[src/sv/hrp_pkg.sv]
`timescale 1ns / 1ps

package hrp_pkg;

    typedef enum logic [3:0] {
        PH_METHOD = 4'd0,
        PH_SLASH  = 4'd1,
        PH_URI    = 4'd2,
        PH_HEX1   = 4'd3,
        PH_HEX2   = 4'd4,
        PH_HTTP   = 4'd5,
        PH_VMAJ   = 4'd6,
        PH_VDOT   = 4'd7,
        PH_VMIN   = 4'd8,
        PH_CR     = 4'd9,
        PH_LF     = 4'd10,
        PH_LINE   = 4'd11,
        PH_KEY    = 4'd12,
        PH_DELIM  = 4'd13,
        PH_VALUE  = 4'd14
    } phase_t;

    typedef enum logic [2:0] {
        KIND_METHOD  = 3'd0,
        KIND_URI     = 3'd1,
        KIND_VER     = 3'd2,
        KIND_KEY     = 3'd3,
        KIND_VALUE   = 3'd4,
        KIND_HDR_END = 3'd5,
        KIND_OK      = 3'd6,
        KIND_ERR     = 3'd7
    } kind_t;

    // One result beat as it sits in the output queue.
    typedef struct packed {
        kind_t       kind;
        logic [7:0]  data;
        logic        last;
    } result_t;

    // Everything one input byte produces: zero, one or two results.
    typedef struct packed {
        logic [1:0] count;
        result_t    r0;
        result_t    r1;
    } step_out_t;

    localparam int HTTP_TAG_LEN = 5;
    localparam int QUEUE_DEPTH  = 4;
    localparam int QPTR_W       = $clog2(QUEUE_DEPTH);
    localparam int QLEVEL_W     = $clog2(QUEUE_DEPTH + 1);

    localparam logic [7:0] CH_SPACE   = 8'h20;
    localparam logic [7:0] CH_PERCENT = 8'h25;
    localparam logic [7:0] CH_PLUS    = 8'h2B;
    localparam logic [7:0] CH_SLASH   = 8'h2F;
    localparam logic [7:0] CH_COLON   = 8'h3A;
    localparam logic [7:0] CH_CR      = 8'h0D;
    localparam logic [7:0] CH_LF      = 8'h0A;
    localparam logic [7:0] CH_DOT     = 8'h2E;

    function automatic logic is_letter(input logic [7:0] c);
        return (c >= 8'h61 && c <= 8'h7A) || (c >= 8'h41 && c <= 8'h5A);
    endfunction

    function automatic logic is_digit(input logic [7:0] c);
        return c >= 8'h30 && c <= 8'h39;
    endfunction

    function automatic logic is_uri_sym(input logic [7:0] c);
        return c == CH_DOT || c == CH_SLASH || c == 8'h3F || c == 8'h26 ||
               c == 8'h3D || c == 8'h5F || c == 8'h2D;
    endfunction

    function automatic logic is_key_char(input logic [7:0] c);
        return is_letter(c) || is_digit(c) || c == 8'h2D;
    endfunction

    // Bit 4 flags a valid hex digit, bits 3:0 carry its value.
    function automatic logic [4:0] hex_val(input logic [7:0] c);
        logic [7:0] t;
        t = 8'h00;
        if (c >= 8'h30 && c <= 8'h39) begin
            t = c - 8'h30;
            return {1'b1, t[3:0]};
        end
        if (c >= 8'h61 && c <= 8'h66) begin
            t = c - 8'h57;
            return {1'b1, t[3:0]};
        end
        if (c >= 8'h41 && c <= 8'h46) begin
            t = c - 8'h37;
            return {1'b1, t[3:0]};
        end
        return 5'b0_0000;
    endfunction

    // Expected characters of "HTTP/".
    function automatic logic [7:0] http_tag_char(input logic [2:0] idx);
        logic [7:0] ch;
        unique case (idx)
            3'd0:    ch = 8'h48;
            3'd1:    ch = 8'h54;
            3'd2:    ch = 8'h54;
            3'd3:    ch = 8'h50;
            3'd4:    ch = 8'h2F;
            default: ch = 8'h00;
        endcase
        return ch;
    endfunction

endpackage

[src/sv/http_request_head_parser_top.sv]
`timescale 1ns / 1ps

// Channel   Valid          Stall          Payload
// input     byte_valid     byte_stall     in_byte[7:0], final_byte
// output    result_valid   result_stall   kind[2:0], data[7:0], last_of_run
//
// One request byte is taken per clock while byte_stall is low. Its results
// reach the output queue at the same edge and can leave from the next cycle,
// one beat per clock while result_stall is low. A final byte may produce two
// results; the queue absorbs the extra beat. byte_stall rises only while the
// four-entry queue has fewer than two free entries, so it depends on registered
// state alone. Reset returns the parser to the method phase and empties the queue.
module http_request_head_parser_top (
    input  logic       clk,
    input  logic       rst_n,
    input  logic       byte_valid,
    output logic       byte_stall,
    input  logic [7:0] in_byte,
    input  logic       final_byte,
    output logic       result_valid,
    input  logic       result_stall,
    output logic [2:0] kind,
    output logic [7:0] data,
    output logic       last_of_run
);

    logic                           step;
    logic                           pop;
    hrp_pkg::step_out_t             res;
    hrp_pkg::result_t               head;
    logic [hrp_pkg::QLEVEL_W-1:0]   level;

    assign byte_stall   = level > hrp_pkg::QLEVEL_W'(hrp_pkg::QUEUE_DEPTH - 2);
    assign step         = byte_valid && !byte_stall;
    assign result_valid = level != '0;
    assign pop          = result_valid && !result_stall;

    hrp_parser u_parser (
        .clk        (clk),
        .rst_n      (rst_n),
        .step       (step),
        .in_byte    (in_byte),
        .final_byte (final_byte),
        .res        (res)
    );

    hrp_result_queue u_queue (
        .clk   (clk),
        .rst_n (rst_n),
        .push  (step),
        .wr    (res),
        .pop   (pop),
        .head  (head),
        .level (level)
    );

    assign kind        = head.kind;
    assign data        = head.data;
    assign last_of_run = head.last;

    // Two result beats must always fit when a byte is taken.
    a_room_on_accept: assert property (@(posedge clk) disable iff (!rst_n)
        step |-> level <= hrp_pkg::QLEVEL_W'(hrp_pkg::QUEUE_DEPTH - 2))
        else $error("byte taken without room for two results");

    a_level_bound: assert property (@(posedge clk) disable iff (!rst_n)
        level <= hrp_pkg::QLEVEL_W'(hrp_pkg::QUEUE_DEPTH))
        else $error("result queue overflow");

    // Every final byte ends its request with at least one result beat.
    a_final_gives_result: assert property (@(posedge clk) disable iff (!rst_n)
        (step && final_byte) |=> result_valid)
        else $error("final byte produced no result");

endmodule

[src/sv/hrp_parser.sv]
`timescale 1ns / 1ps

module hrp_parser (
    input  logic              clk,
    input  logic              rst_n,
    input  logic              step,
    input  logic [7:0]        in_byte,
    input  logic              final_byte,
    output hrp_pkg::step_out_t res
);

    hrp_pkg::phase_t phase_reg, phase_next;
    logic [2:0]      sub_count_reg, sub_count_next;
    logic [3:0]      hex_high_reg, hex_high_next;
    logic            key_seen_reg, key_seen_next;
    logic            blank_reg, blank_next;
    logic            failed_reg, failed_next;

    logic            bad;
    logic            dv;
    hrp_pkg::kind_t  dk;
    logic [7:0]      dd;
    logic [4:0]      hv;
    hrp_pkg::kind_t  fin_kind;

    assign hv = hrp_pkg::hex_val(in_byte);

    always_comb
    begin
        phase_next     = phase_reg;
        sub_count_next = sub_count_reg;
        hex_high_next  = hex_high_reg;
        key_seen_next  = key_seen_reg;
        blank_next     = blank_reg;
        failed_next    = failed_reg;
        bad            = 1'b0;
        dv             = 1'b0;
        dk             = hrp_pkg::KIND_METHOD;
        dd             = 8'h00;

        if (!failed_reg)
        begin
            unique case (phase_reg)
                hrp_pkg::PH_METHOD:
                begin
                    if (hrp_pkg::is_letter(in_byte))
                    begin
                        dv = 1'b1;
                        dk = hrp_pkg::KIND_METHOD;
                        dd = in_byte;
                    end
                    else if (in_byte == hrp_pkg::CH_SPACE)
                        phase_next = hrp_pkg::PH_SLASH;
                    else
                        bad = 1'b1;
                end
                hrp_pkg::PH_SLASH:
                begin
                    if (in_byte == hrp_pkg::CH_SLASH)
                    begin
                        dv = 1'b1;
                        dk = hrp_pkg::KIND_URI;
                        dd = in_byte;
                        phase_next = hrp_pkg::PH_URI;
                    end
                    else
                        bad = 1'b1;
                end
                hrp_pkg::PH_URI:
                begin
                    if (hrp_pkg::is_letter(in_byte) || hrp_pkg::is_digit(in_byte) ||
                        hrp_pkg::is_uri_sym(in_byte))
                    begin
                        dv = 1'b1;
                        dk = hrp_pkg::KIND_URI;
                        dd = in_byte;
                    end
                    else if (in_byte == hrp_pkg::CH_PLUS)
                    begin
                        dv = 1'b1;
                        dk = hrp_pkg::KIND_URI;
                        dd = hrp_pkg::CH_SPACE;
                    end
                    else if (in_byte == hrp_pkg::CH_PERCENT)
                        phase_next = hrp_pkg::PH_HEX1;
                    else if (in_byte == hrp_pkg::CH_SPACE)
                    begin
                        phase_next     = hrp_pkg::PH_HTTP;
                        sub_count_next = 3'd0;
                    end
                    else
                        bad = 1'b1;
                end
                hrp_pkg::PH_HEX1:
                begin
                    if (!hv[4])
                        bad = 1'b1;
                    else
                    begin
                        hex_high_next = hv[3:0];
                        phase_next    = hrp_pkg::PH_HEX2;
                    end
                end
                hrp_pkg::PH_HEX2:
                begin
                    if (!hv[4])
                        bad = 1'b1;
                    else
                    begin
                        dv = 1'b1;
                        dk = hrp_pkg::KIND_URI;
                        dd = {hex_high_reg, hv[3:0]};
                        phase_next = hrp_pkg::PH_URI;
                    end
                end
                hrp_pkg::PH_HTTP:
                begin
                    if (sub_count_reg < 3'(hrp_pkg::HTTP_TAG_LEN) &&
                        in_byte == hrp_pkg::http_tag_char(sub_count_reg))
                    begin
                        if (sub_count_reg == 3'(hrp_pkg::HTTP_TAG_LEN - 1))
                        begin
                            sub_count_next = 3'd0;
                            phase_next     = hrp_pkg::PH_VMAJ;
                        end
                        else
                            sub_count_next = sub_count_reg + 3'd1;
                    end
                    else
                        bad = 1'b1;
                end
                hrp_pkg::PH_VMAJ:
                begin
                    if (hrp_pkg::is_digit(in_byte))
                        phase_next = hrp_pkg::PH_VDOT;
                    else
                        bad = 1'b1;
                end
                hrp_pkg::PH_VDOT:
                begin
                    if (in_byte == hrp_pkg::CH_DOT)
                        phase_next = hrp_pkg::PH_VMIN;
                    else
                        bad = 1'b1;
                end
                hrp_pkg::PH_VMIN:
                begin
                    if (hrp_pkg::is_digit(in_byte))
                    begin
                        dv = 1'b1;
                        dk = hrp_pkg::KIND_VER;
                        dd = in_byte;
                        phase_next = hrp_pkg::PH_CR;
                    end
                    else
                        bad = 1'b1;
                end
                hrp_pkg::PH_CR:
                begin
                    if (in_byte == hrp_pkg::CH_CR)
                    begin
                        blank_next = 1'b0;
                        phase_next = hrp_pkg::PH_LF;
                    end
                    else
                        bad = 1'b1;
                end
                hrp_pkg::PH_LF:
                begin
                    // On an LF, a request may only end if that LF closes a blank line.
                    if (in_byte != hrp_pkg::CH_LF || (final_byte && !blank_reg))
                        bad = 1'b1;
                    else
                        phase_next = hrp_pkg::PH_LINE;
                end
                hrp_pkg::PH_LINE:
                begin
                    if (in_byte == hrp_pkg::CH_CR)
                    begin
                        blank_next = 1'b1;
                        phase_next = hrp_pkg::PH_LF;
                    end
                    else if (hrp_pkg::is_key_char(in_byte))
                    begin
                        dv = 1'b1;
                        dk = hrp_pkg::KIND_KEY;
                        dd = in_byte;
                        key_seen_next = 1'b1;
                        phase_next    = hrp_pkg::PH_KEY;
                    end
                    else
                        bad = 1'b1;
                end
                hrp_pkg::PH_KEY:
                begin
                    if (hrp_pkg::is_key_char(in_byte))
                    begin
                        dv = 1'b1;
                        dk = hrp_pkg::KIND_KEY;
                        dd = in_byte;
                        key_seen_next = 1'b1;
                    end
                    else if (in_byte == hrp_pkg::CH_COLON && key_seen_reg)
                    begin
                        key_seen_next = 1'b0;
                        phase_next    = hrp_pkg::PH_DELIM;
                    end
                    else
                        bad = 1'b1;
                end
                hrp_pkg::PH_DELIM:
                begin
                    if (in_byte == hrp_pkg::CH_SPACE)
                    begin
                        sub_count_next = 3'd0;
                        phase_next     = hrp_pkg::PH_VALUE;
                    end
                    else
                        bad = 1'b1;
                end
                hrp_pkg::PH_VALUE:
                begin
                    // The first value byte is taken as data even when it is a CR.
                    if (sub_count_reg != 3'd0 && in_byte == hrp_pkg::CH_CR)
                    begin
                        dv = 1'b1;
                        dk = hrp_pkg::KIND_HDR_END;
                        dd = 8'h00;
                        sub_count_next = 3'd0;
                        blank_next     = 1'b0;
                        phase_next     = hrp_pkg::PH_LF;
                    end
                    else
                    begin
                        dv = 1'b1;
                        dk = hrp_pkg::KIND_VALUE;
                        dd = in_byte;
                        sub_count_next = 3'd1;
                    end
                end
                default:
                    bad = 1'b1;
            endcase
            if (bad)
                failed_next = 1'b1;
        end

        if (final_byte)
        begin
            phase_next     = hrp_pkg::PH_METHOD;
            sub_count_next = 3'd0;
            hex_high_next  = 4'd0;
            key_seen_next  = 1'b0;
            blank_next     = 1'b0;
            failed_next    = 1'b0;
        end
    end

    assign fin_kind = failed_reg ? hrp_pkg::KIND_ERR : hrp_pkg::KIND_OK;

    always_comb
    begin
        res.count = 2'd0;
        res.r0    = '{kind: hrp_pkg::KIND_ERR, data: 8'h00, last: 1'b1};
        res.r1    = '{kind: fin_kind, data: 8'h00, last: 1'b1};
        if (bad)
            res.count = 2'd1;
        else if (dv)
        begin
            res.r0 = '{kind: dk, data: dd, last: !final_byte};
            res.count = final_byte ? 2'd2 : 2'd1;
        end
        else if (final_byte)
        begin
            res.r0    = '{kind: fin_kind, data: 8'h00, last: 1'b1};
            res.count = 2'd1;
        end
    end

    always_ff @(posedge clk or negedge rst_n)
    begin
        if (!rst_n)
        begin
            phase_reg     <= hrp_pkg::PH_METHOD;
            sub_count_reg <= 3'd0;
            hex_high_reg  <= 4'd0;
            key_seen_reg  <= 1'b0;
            blank_reg     <= 1'b0;
            failed_reg    <= 1'b0;
        end
        else if (step)
        begin
            phase_reg     <= phase_next;
            sub_count_reg <= sub_count_next;
            hex_high_reg  <= hex_high_next;
            key_seen_reg  <= key_seen_next;
            blank_reg     <= blank_next;
            failed_reg    <= failed_next;
        end
    end

endmodule

[src/sv/hrp_result_queue.sv]
`timescale 1ns / 1ps

module hrp_result_queue (
    input  logic                           clk,
    input  logic                           rst_n,
    input  logic                           push,
    input  hrp_pkg::step_out_t             wr,
    input  logic                           pop,
    output hrp_pkg::result_t               head,
    output logic [hrp_pkg::QLEVEL_W-1:0]   level
);

    hrp_pkg::result_t                mem [hrp_pkg::QUEUE_DEPTH];
    logic [hrp_pkg::QPTR_W-1:0]      wr_ptr_reg, wr_ptr_next;
    logic [hrp_pkg::QPTR_W-1:0]      rd_ptr_reg, rd_ptr_next;
    logic [hrp_pkg::QLEVEL_W-1:0]    level_reg, level_next;
    logic [1:0]                      push_n;

    assign push_n = push ? wr.count : 2'd0;

    always_comb
    begin
        wr_ptr_next = wr_ptr_reg + hrp_pkg::QPTR_W'(push_n);
        rd_ptr_next = pop ? rd_ptr_reg + hrp_pkg::QPTR_W'(1) : rd_ptr_reg;
        level_next  = level_reg + hrp_pkg::QLEVEL_W'(push_n) -
                      hrp_pkg::QLEVEL_W'(pop);
    end

    always_ff @(posedge clk)
    begin
        if (push_n != 2'd0)
            mem[wr_ptr_reg] <= wr.r0;
        if (push_n == 2'd2)
            mem[wr_ptr_reg + hrp_pkg::QPTR_W'(1)] <= wr.r1;
    end

    always_ff @(posedge clk or negedge rst_n)
    begin
        if (!rst_n)
        begin
            wr_ptr_reg <= '0;
            rd_ptr_reg <= '0;
            level_reg  <= '0;
        end
        else
        begin
            wr_ptr_reg <= wr_ptr_next;
            rd_ptr_reg <= rd_ptr_next;
            level_reg  <= level_next;
        end
    end

    assign head  = mem[rd_ptr_reg];
    assign level = level_reg;

endmodule

[config.mk]
export PLATFORM = sky130hd
export DESIGN_NAME = http_request_head_parser_top
export DESIGN_NICKNAME = d
export VERILOG_FILES = /design/src/sv/hrp_pkg.sv /design/src/sv/http_request_head_parser_top.sv /design/src/sv/hrp_parser.sv /design/src/sv/hrp_result_queue.sv
export SDC_FILE = /design/constraint.sdc
export NUM_CORES = 1
export LEC_CHECK = 0
export BUFFER_PORTS_ARGS = -buffer_cell sky130_fd_sc_hd__buf_2
export CAP_MARGIN = 30
export CORE_MARGIN = 1
export CORE_UTILIZATION = 40
export DETAILED_ROUTE_END_ITERATION = 12
export GPL_TIMING_DRIVEN = 0
export PLACE_DENSITY = 0.63
export SLEW_MARGIN = 0
export SYNTH_ARGS = -nofsm -noshare
export SYNTH_HDL_FRONTEND = slang
export SYNTH_HIERARCHICAL = 1
export SYNTH_SLANG_ARGS = --single-unit
[constraint.sdc]
create_clock -name clk -period 4.05 [get_ports clk]
set_input_delay 0.6075 -clock clk [delete_from_list [all_inputs] [get_ports clk]]
set_output_delay 0.6075 -clock clk [all_outputs]
set_load 0.1 [all_outputs]
==> Word-level counts from Yosys, hierarchy flattened <==
Memories as Yosys holds them, arrays and structs flattened.
Index checks and enable logic that the tools add are counted.
{ "classes": {"add_sub_neg": 9, "magnitude_cmp": 10, "n_eq_ne": 59, "n_mux": 130, "reduce_logical": 45} }
{ "ops": {"columns": ["op", "n"], "rows": [
  ["two-way mux 4 bit", 28],
  ["two-way mux 8 bit", 11],
  ["== test 8 x 6 -> 1 bit (second input constant)", 10],
  ["case mux 8 bit (8 select lines)", 1],
  ["case mux 4 bit (15 select lines)", 1],
  ["two-way mux 1 bit", 56],
  ["inequality test 3 x 2 -> 1 bit (second input constant)", 15],
  ["two-way mux 3 bit", 11],
  ["less-or-equal comparator 8 x 7 -> 1 bit (second input constant)", 4],
  ["two-way mux 5 bit", 6],
  ["== test 4 bit (second input constant)", 7],
  ["case mux 7 bit (4 select lines)", 1],
  ["AND reduction 23 bit", 1],
  ["inequality test 3 bit (second input constant)", 7],
  ["case mux 3 bit (7 select lines)", 1],
  ["== test 4 x 3 -> 1 bit (second input constant)", 4],
  [">= comparator 8 x 7 -> 1 bit (second input constant)", 2],
  ["nonzero test 16 bit", 1],
  ["two-way mux 14 bit", 1],
  ["two-way mux 13 bit", 1],
  ["case mux 1 bit (13 select lines)", 1],
  ["two-way mux 12 bit", 1],
  ["inequality test 4 x 2 -> 1 bit (second input constant)", 3],
  ["case mux 3 bit (4 select lines)", 1],
  ["40 further kinds", 78]
]} }
{ "totals": {"ff_bits": 21, "ramBits": 48, "input_bits": 13, "memories": 1} }
{ "memory_table": {"columns": ["memory", "depth", "width", "rd", "rd_ports_with_merged_regs", "wr", "line_no", "rtl"], "rows": [
  ["u_queue.mem", 4, 12, 1, 0, 2, "hrp_result_queue.sv:13", "hrp_pkg::result_t mem [hrp_pkg::QUEUE_DEPTH];"]
]} }

==> Logic depth before layout (Yosys ltp) <==
{ "depth": {"word_depth": 18, "depth_mapped": 19, "depth_no_buf": 18} }

==> By module <==
The synthesis kept the hierarchy.
{ "by_module_without_submodules": {"columns": ["mod", "n_inst", "cells_each", "area_each_um2", "seq_area_each_um2"], "rows": [
  ["hrp_result_queue", 1, 161, 2776.4, 1616.6],
  ["hrp_parser", 1, 306, 2249.7, 350.3],
  ["http_request_head_parser_top", 1, 5, 41.3, 0.0]
]} }

==> Worst setup path before layout <==
Ideal clock, no wire load.
{ "synth_path": {"path_type": "input to register", "from": "input in_byte[0]", "to": "memory u_queue/mem[1][1] (netlist bit), data pin", "setup_ns": 0.260, "t_arrival_ns": 4.026, "setup_slack_ns": -0.236, "stages": 16, "path_cell_list": "inv_1 > ha_1 > or4b_1 > o221ai_2 > o211ai_1 > o21ai_0 > and3_1 > a21o_1 > buf_4 > inv_1 > ha_1 > o21bai_1 > nand3b_1 > nor3_1 > buf_4 > mux2_2"} }
{ "synth_rtl": {"columns": ["element", "line_no", "rtl"], "rows": [
  ["start, declared", "http_request_head_parser_top.sv:18", "input logic [7:0] in_byte,"],
  ["end, declared", "hrp_result_queue.sv:13", null]
]} }

==> load_flow_metrics.sql <==
INSERT INTO impl_metrics (metric_group, metric, value, unit) VALUES
('route', 'drt_drc_violations_left', '0', ''),
('clock_tree', 'clk_transition_reported_paths', '60', 'ps'),
('timing', 'final_hold_viol_count', '0', ''),
('critical_path', 'critical_path.slowest_cell', 'sky130_fd_sc_hd__or3_4', ''),
('critical_path', 'timing.critical_path.arrival', '4090', 'ps'),
('cells_and_area', 'largest_register_ff_count', '48', ''),
('floorplan', 'rows', '40', ''),
('clock_tree', 'cts_made_buffers', '9', ''),
('synth', 'post_synth_num_cell_types', '82', ''),
('cells_and_area', 'syn_to_final_growth', '23.7', '%'),
('global_route', 'largest_net_degree_at_the_start_of_global_routing', '22', ''),
('pwr', 'p_seq_share', '25.2', '%'),
('synth', 'synthXorXnorAreaFrac', '2.42', '%'),
('clock_tree', 'clk_root_buffer_cell', 'sky130_fd_sc_hd__clkbuf_16', ''),
('route', 'wirelength', '13400', 'microns'),
('timing', 'finalSetupViolCount', '0', ''),
('critical_path', 'cp_cell_sequence', 'buf_2 -> nor2b_1 -> a41oi_1 -> or3_4 -> or3_4 -> and3_1 -> a21o_1 -> inv_2 -> ha_4 -> o21bai_4 -> nand3b_1 -> buf_6 -> nor3b_4 -> buf_6 -> mux2_2', ''),
('critical_path', 'worst-setup-path-type', 'primary input to register', ''),
('placement', 'pre_cts_slack', '-825', 'ps'),
('cells_and_area', 'insertedDiodeCount', '0', ''),
('clock_tree', 'cts-root-to-sink-buffers', '2', ''),
('clock_tree', 'worst_skew_pair.late_latency', '340', 'ps'),
('pwr', 'power.density_cell_area', '606', 'nW/um^2'),
('synth', 'synth_largest_type_area_fraction', '28.4', '%'),
('route', 'routedWlPerCell', '18.5', 'microns'),
('cells_and_area', 'ratio_of_cells_with_drive_above_1_in_the_final_layout', '37.6', '%'),
('synth', 'mappedNetlistArea', '5070', 'sq um'),
('timing', 'finalWorstSetupSlack', '43.5', 'ps'),
('route', 'drt-pass1-iter-count', '6', ''),
('clock_tree', 'htree_num_levels', '3', ''),
('critical_path', 'max_stage_delay', '410', 'ps'),
('route', 'via_count', '4073', ''),
('route', 'dr.first_iter.drc_count', '353', ''),
('global_route', 'grt_pass1_wl', '21700', 'microns'),
('synth', 'synth-compound-area-share', '13.2', '%'),
('synth', 'yosysWarnings', '6', ''),
('pwr', 'p_leak', '2.35', 'nW'),
('pwr', 'switchingPower', '1.79', 'mW'),
('timing', 'setup_repair_after_global_routing_missed_its_margin', 'yes', ''),
('clock_tree', 'tritoncts', 'yes', ''),
('synth', 'synth_mux_area_share', '18.5', '%'),
('synth', 'synth_most_common_cell', 'sky130_fd_sc_hd__edfxtp_1', ''),
('timing', 'clock_skew', '6.41', 'ps'),
('pwr', 'power.ir.vdd_worst', '0.255', 'mV'),
('pwr', 'netSwitchingFraction', '47.2', '%'),
('critical_path', 'worst_ep_required_time', '4130', 'ps'),
('timing', 'worstMarginPinSlew', '800', 'ps'),
('timing', 'period_minus_slack', '4010', 'ps'),
('route', 'detail-route-antenna-nets', '0', ''),
('pwr', 'clock_power_share', '21.0', '%'),
('synth', 'synth.ff_latch_count', '69', ''),
('critical_path', 'startpoint_type_of_the_worst_setup_path', 'primary input', ''),
('cells_and_area', 'layoutNonFillerInstCount', '724', ''),
('cells_and_area', 'design.final.nets', '577', ''),
('synth', 'dominant_combinational_cell_family_by_area_after_synthesis', 'multiplexers', ''),
('clock_tree', 'clock_sinks', '69', ''),
('outcome', 'outcome', 'complete, no violations', ''),
('job', 'drv.max_cap_violation_count', '0', ''),
('timing', 'maxClockFrequency', '0.250', 'GHz'),
('floorplan', 'initial_utilization', '41.7', '%'),
('synth', 'synth_adder_area_share', '3.36', '%'),
('synth', 'avgSynthCellArea', '10.7', 'sq um'),
('cells_and_area', 'final_core_util', '51.5', '%'),
('timing', 'maxSlewHeadroom', '45.8', '%'),
('synth', 'yosys-top-cells-area', 'sky130_fd_sc_hd__edfxtp_1, sky130_fd_sc_hd__dfrtp_1, sky130_fd_sc_hd__mux2_2', ''),
('synth', 'async_reset_ff_share', '30.4', '%'),
('synth', 'dominantRegCellSynth', 'sky130_fd_sc_hd__edfxtp_1', ''),
('placement', 'placedCellCount', '677', ''),
('timing', 'timing.final.crit_share', '98.9', '%'),
('synth', 'synthTopCellsByCount', 'sky130_fd_sc_hd__edfxtp_1, sky130_fd_sc_hd__mux2_2, sky130_fd_sc_hd__nor2_1, sky130_fd_sc_hd__nand2_1, sky130_fd_sc_hd__dfrtp_1', ''),
('timing', 'slew_violations', '0', '');
## cells by family (layout without fill, tap and decap cells)
| family | count (synthesis) | in the layout |
|---|---|---|
| AND/OR/NAND/NOR | 153 | 153 |
| AO/OA/AOI/OAI | 91 | 91 |
| flip-flops | 69 | 69 |
| multiplexers | 68 | 68 |
| buffers and inverters | 62 | 137 |
| XOR/XNOR | 14 | 14 |
| adder cells (fa/ha/maj) | 13 | 13 |
| other | 2 | 11 |
## metal layers
metal / up-vias / GRT usage [%] / wire length (microns)
li1: 1914 / - / -
met1: 2007 / 26.2 / 5720
met2: 135 / 39.4 / 6900
met3: 17 / 4.39 / 597
met4: 0 / 5.63 / 162
met5: - / 0 / 0
## layout make-up
type                       instances  area (sq um)
buffer                            39           241
clock inverter                     6          71.3
multi-input combinational        350          3010
tap                              168           210
fill                            1099          5900
sequential                        69          1970
timing repair buffer              61           438
clock buffer                      10           229
inverter                          21          98.8
## worst max-delay path: cells and delay by family
kind                       cells  cell delay, ps
AOI/OAI and AO/OA              3             570
adders and majority gates      1             180
buffers and inverters          4             600
muxes                          1             340
and+or+nand+nor                6            1790
## stage by stage
step | power, mW | hold WS (ps) | setup TNS (ps) | cell area, sq um
6_report | 3.80 | 247 | 0 | 6270
3_5_place_dp | 2.92 | 493 | -62830 | 5580
4_1_cts | 3.77 | 262 | 0 | 6130
3_3_place_gp | 2.89 | 490 | -61550 | 5550
5_1_grt | 3.99 | 295 | -490 | 6270
2_1_floorplan | 2.55 | 312 | -58.6 | 5210
## power groups by stage
stage,sequential (mW),combinational (mW),clock [mW]
6_report,0.959,2.04,0.800
3_3_place_gp,0.964,1.93,0
5_1_grt,0.973,2.18,0.844
3_5_place_dp,0.969,1.95,0
4_1_cts,0.959,2.00,0.810
2_1_floorplan,0.948,1.60,0
## cell usage in the layout (no fill, tap or decap), drive strengths merged, types with 6 or more instances in the layout
cell type	instances
dfrtp	21
a21oi	11
mux4	12
mux2	54
edfxtp	48
o21a	6
clkbuf	24
and3	6
nor2	35
ha	12
conb	11
nor2b	7
o21ai	16
nand2	29
a31oi	6
nor3	10
nand3	12
inv	22
xnor2	11
buf	86
nand2b	12
## what timing repair did
action / CTS / global route
gates cloned: 1 / 0
gates resized for setup: 18 / 25
buffers inserted: 25 / 7
setup endpoints to repair: 92 / 72
pin swaps: 10 / 8
## path summary, 6_finish.rpt
kind                                                       start                               endpoint  slack [ps]  cells past startpoint
max                                                   in_byte[7]            u_queue/mem[2][7]$_DFFE_PP_          40                     15
min                                                        rst_n  u_parser/sub_count_reg[2]$_DFFE_PN0P_         250                      1
max reg2reg                u_parser/sub_count_reg[0]$_DFFE_PN0P_            u_queue/mem[2][7]$_DFFE_PP_         100                     14
min reg2reg                           u_queue/level[2]$_DFF_PN0_             u_queue/level[2]$_DFF_PN0_         500                      1
max in group asynchronous                                  rst_n  u_parser/sub_count_reg[0]$_DFFE_PN0P_        3420                      1
min in group clk                      u_queue/level[2]$_DFF_PN0_             u_queue/level[2]$_DFF_PN0_         500                      1
No activity file was read; power rests on OpenSTA's default activity.
